## config.mk

```make
export PLATFORM = sky130hd
export DESIGN_NAME = ffjs_ctrl
export DESIGN_NICKNAME = d
export VERILOG_FILES = /design/src/rtl/ffjs_pkg.sv /design/src/rtl/ffjs_ctrl.sv
export SDC_FILE = /design/constraint.sdc
export NUM_CORES = 1
export LEC_CHECK = 0
export ABC_AREA = 1
export BUFFER_PORTS_ARGS = -buffer_cell sky130_fd_sc_hd__buf_2
export CAP_MARGIN = 40
export CORE_AREA = 2 2 39 41
export CTS_CLUSTER_DIAMETER = 150
export CTS_CLUSTER_SIZE = 40
export DETAILED_ROUTE_END_ITERATION = 10
export DIE_AREA = 0 0 41 43
export MAX_ROUTING_LAYER = met4
export PLACE_DENSITY_LB_ADDON = 0.25
export SETUP_SLACK_MARGIN = 0.5
export SYNTH_ARGS = -nofsm -noshare
export SYNTH_HDL_FRONTEND = slang
export SYNTH_SLANG_ARGS = --single-unit
```

## constraint.sdc

```tcl
create_clock -name clk -period 1.4 [get_ports clk]
set_clock_uncertainty 0.15 [all_clocks]
set_input_delay 0.07 -clock clk [delete_from_list [all_inputs] [get_ports clk]]
set_output_delay 0.07 -clock clk [all_outputs]
set_load 0.02 [all_outputs]
```

## src/rtl/ffjs_pkg.sv

```systemverilog
package ffjs_pkg;

	localparam int JOB_COUNT_DEF     = 32;
	localparam int MACHINE_COUNT_DEF = 32;
	localparam int HORIZON_SLOTS_DEF = 1024;
	localparam int STEPS_PER_JOB_DEF = 32;

	// one busy-map word covers this many slots
	localparam int WORD_BITS = 32;

	typedef enum logic [1:0] {
		REQ_LOAD  = 2'd0,
		REQ_SCHED = 2'd1,
		REQ_CLEAR = 2'd2,
		REQ_NOP   = 2'd3
	} req_t;

	typedef enum logic [1:0] {
		RES_PLAIN = 2'd0,
		RES_OK    = 2'd1,
		RES_FAIL  = 2'd2
	} res_t;

	typedef enum logic [3:0] {
		ST_INIT,
		ST_IDLE,
		ST_TBL,
		ST_DEC,
		ST_SCAN,
		ST_WR_CUR,
		ST_WR_PREV,
		ST_CLEAR,
		ST_DONE
	} state_t;

	typedef struct packed {
		logic capture;
		logic tbl_rd;
		logic decide;
		logic scan_run;
		logic wr_cur;
		logic wr_prev;
		logic sweep;
		logic out_load;
	} cmd_t;

	typedef struct packed {
		logic in_sched_ok;
		logic in_clear;
		logic dec_end;
		logic found;
		logic exhausted;
		logic need_prev;
		logic sweep_last;
		logic out_free;
	} sts_t;

endpackage

```

## src/rtl/ffjs_ctrl.sv

```systemverilog
module ffjs_ctrl (
	input  logic          clk,
	input  logic          arst_n,
	input  logic          in_valid,
	output logic          in_ready,
	input  ffjs_pkg::sts_t sts,
	output ffjs_pkg::cmd_t cmd
);

	import ffjs_pkg::*;

	state_t state_q, state_d;

	always_ff @(posedge clk or negedge arst_n) begin
		if (!arst_n) begin
			state_q <= ST_INIT;
		end else begin
			state_q <= state_d;
		end
	end

	always_comb begin
		state_d = state_q;
		unique case (state_q)
			ST_INIT: begin
				if (sts.sweep_last) state_d = ST_IDLE;
			end
			ST_IDLE: begin
				if (in_valid) begin
					if (sts.in_clear) state_d = ST_CLEAR;
					else if (sts.in_sched_ok) state_d = ST_TBL;
					else state_d = ST_DONE;
				end
			end
			ST_TBL: state_d = ST_DEC;
			ST_DEC: state_d = sts.dec_end ? ST_DONE : ST_SCAN;
			ST_SCAN: begin
				if (sts.found) state_d = ST_WR_CUR;
				else if (sts.exhausted) state_d = ST_DONE;
			end
			ST_WR_CUR: state_d = sts.need_prev ? ST_WR_PREV : ST_DONE;
			ST_WR_PREV: state_d = ST_DONE;
			ST_CLEAR: begin
				if (sts.sweep_last) state_d = ST_DONE;
			end
			ST_DONE: begin
				if (sts.out_free) state_d = ST_IDLE;
			end
			default: state_d = ST_INIT;
		endcase
	end

	always_comb begin
		cmd = '0;
		in_ready = 1'b0;
		unique case (state_q)
			ST_INIT: cmd.sweep = 1'b1;
			ST_IDLE: begin
				in_ready = 1'b1;
				cmd.capture = in_valid;
			end
			ST_TBL: cmd.tbl_rd = 1'b1;
			ST_DEC: cmd.decide = 1'b1;
			ST_SCAN: cmd.scan_run = 1'b1;
			ST_WR_CUR: cmd.wr_cur = 1'b1;
			ST_WR_PREV: cmd.wr_prev = 1'b1;
			ST_CLEAR: cmd.sweep = 1'b1;
			ST_DONE: cmd.out_load = sts.out_free;
			default: cmd = '0;
		endcase
	end

endmodule

```

==> impl_metrics.env <==
export IMPL_globalplace_congestion=0.838
export IMPL_status="finished, violations left"
export IMPL_critPathRequiredTime_ns=1.18
export IMPL_die_w_um=41
export IMPL_synth_ff_latch_count=4
export IMPL_core_sq_um=1380
export IMPL_ys_types=17
export IMPL_grt_pass1_vias=619
export IMPL_syn_nets=86
export IMPL_viasPerCell=4.69
export IMPL_largest_register_ffs=4
export IMPL_max_stage_delay_ns=0.44
export IMPL_max_freq_mhz=647
export IMPL_drtIter0Drc=16
export IMPL_antenna_cells=0
export IMPL_wl_mm=1.53
export IMPL_hold_class="in -> reg"
export IMPL_fin_util_pct=65.8
export IMPL_worstSetupPathType="reg -> out"
export IMPL_placed_cell_area_sq_um=639
export IMPL_track_usage_pct=21.3
export IMPL_clock_root_buffer="clkbuf_4"
export IMPL_crit_slowest_cell="dfrtp_2"
export IMPL_ys_warn_count=0
export IMPL_wl_per_cell_um=11.3
export IMPL_grt_ovfl_total=0
export IMPL_min_delay_start="sts[1]"
export IMPL_tightest_slew_ns=0.205
export IMPL_drc=0
export IMPL_final_area_sq_um=911
export IMPL_reg2regPathDepth=7
export IMPL_hold_violations=0
export IMPL_start_util_pct=31.6
export IMPL_power_density_nw_per_um2=2150
export IMPL_busiest_layer="met2"
export IMPL_drive_gt1_share_pct=64.2
export IMPL_clock_path_buffers=2
export IMPL_io_pins=20
export IMPL_slew_violations=0
export IMPL_rrSetupSlack_ns=-0.08
export IMPL_cts_tree="built"
export IMPL_antenna_found_initial=0
export IMPL_detail_route_antenna_nets=0
export IMPL_worstPathArrival_ns=1.33
export IMPL_cp_max_fo=5
export IMPL_firstDrtPassIters=4
export IMPL_reg2reg_from="state_q[3]"
export IMPL_vias=638
export IMPL_ys_seq_area_share_pct=22.9
export IMPL_relSlewSlack_pct=86.3
export IMPL_regMostFlops="state_q"
export IMPL_violations="negative setup slack"
export IMPL_multi_input_area_sq_um=384
export IMPL_cts_buffers=3
export IMPL_leakage_nw=0.497
export IMPL_endpoint_kind="output pin"
export IMPL_grt_max_degree=7
export IMPL_dp_hpwl_um=979
export IMPL_clock_sinks=4
export IMPL_timing_final_ws_setup_ns=-0.146
export IMPL_insertion_delay_ns=0.24
export IMPL_period_share_pct=110
export IMPL_final_fill_count=132
export IMPL_setup_violations=13
export IMPL_startpoint_type="flop"
export IMPL_period_needed_ns=1.55
export IMPL_htree_levels=1
export IMPL_grt_util_met2_pct=34.7
export IMPL_power_mw=1.95
export IMPL_finish_net_count=132
export IMPL_met1_usage_pct=26.0
export IMPL_rsz0062_at_grt="true"
export IMPL_synthesis_area_sq_um=438
export IMPL_final_seq_area_sq_um=105
export IMPL_holdPathStages=4
export IMPL_grt_pass1_wl_mm=2.55
export IMPL_final_cell_mix="buf_4 (19), nand2_1 (18), buf_2 (11), buf_6 (10), nand3_1 (9)"
export IMPL_cap_violations=0
export IMPL_met3_usage_pct=5.24
export IMPL_syn_inst=75
export IMPL_rows=14
export IMPL_top_regs="state_q: 4 flops"
export IMPL_crit_chain="nor2_4 -> buf_4 -> nand3_4 -> inv_2 -> buf_2"
export IMPL_area_delta_synth_final_pct=108
export IMPL_crit_start="state_q[3]"
export IMPL_final_common_cell="buf_4"
export IMPL_portBuffers=19
export IMPL_path_clk_slew_ns=0.04
export IMPL_fp_dieH_um=43
export IMPL_vdd_drop_max_mv=1.13
export IMPL_synth_area_per_cell_sq_um=5.84
export IMPL_die_area_sq_um=1760
[stage by stage]
stage / hold slack, ns / cells / TNS (ns) / setup WS [ns]
2_1_floorplan: -0.376 / 75 / 0 / 0.0973
3_3_place_gp: -0.274 / 114 / -0.0115 / -0.0115
3_5_place_dp: -0.271 / 114 / -0.0163 / -0.0125
4_1_cts: -0.00827 / 130 / -0.716 / -0.106
5_1_grt: 0.0112 / 136 / -1.89 / -0.193
6_report: 0.00188 / 136 / -0.983 / -0.146
[where the power goes]
part	internal [mW]	switching (mW)	total (mW)
sequential	0.170	0.0940	0.264
clock	0.107	0.0537	0.161
combinational	0.752	0.777	1.53
total	1.03	0.925	1.95
[critical path: cells and delay by family (launching register included)]
family | cells | cell delay, ns
AND/OR/NAND/NOR | 2 | 0.30
buffers and inverters | 3 | 0.34
flip-flops | 1 | 0.44
[cells by family after synthesis]
logic type | count (synthesis) | synth area share, %
buf+inv | 13 | 11.1
simple gates | 56 | 62.3
flops | 4 | 22.9
compound gates | 2 | 3.72
[Yosys cell counts]
library cell  count  area (sq um)
o211ai_1          1          7.51
inv_1             8          30.0
nor2_2            6          37.5
inv_2             4          15.0
nand3b_1          1          7.51
nand3_1          11          55.1
dfrtp_1           4           100
nor3_1            1          5.00
nand2_1          23          86.3
nand2_2           3          18.8
nor2_4            1          11.3
nand4_1           2          12.5
clkinv_1          1          3.75
nand3_2           1          10.0
nor2_1            6          22.5
nor4_1            1          6.26
a21oi_2           1          8.76
[cell type report]
type,instances,area share (%)
repair buffers,41,35.2
multi-input cells,58,42.2
well taps,16,2.20
inverters,13,6.04
clock buffers,4,2.88
flip-flops and latches,4,11.5
[what timing repair did]
| action | 4_1_cts | 5_1_grt |
|---|---|---|
| hold endpoints to repair | 6 | 0 |
| buffers inserted | 11 | 6 |
| hold buffers | 1 | 0 |
| pin swaps | 7 | 4 |
| endpoints found under the setup margin | 13 | 13 |
| gates resized for setup | 25 | 5 |
| gates cloned | 0 | 0 |
[routing by layer]
metal,wire [um],vias to the layer above,part of all wire [%]
met5,0,-,0
met4,0,0,0
met3,61,0,4.0
met2,832,18,54
met1,635,294,42
li1,-,326,-
[path summary, 6_finish.rpt]
check | to
hold reg to reg | state_q[2]
min in group asynchronous | state_q[3]
max in group asynchronous | state_q[0]
setup / recovery | cmd[6]
setup reg to reg | state_q[2]
hold / removal | state_q[1]
(Power assumes the default switching activity.)
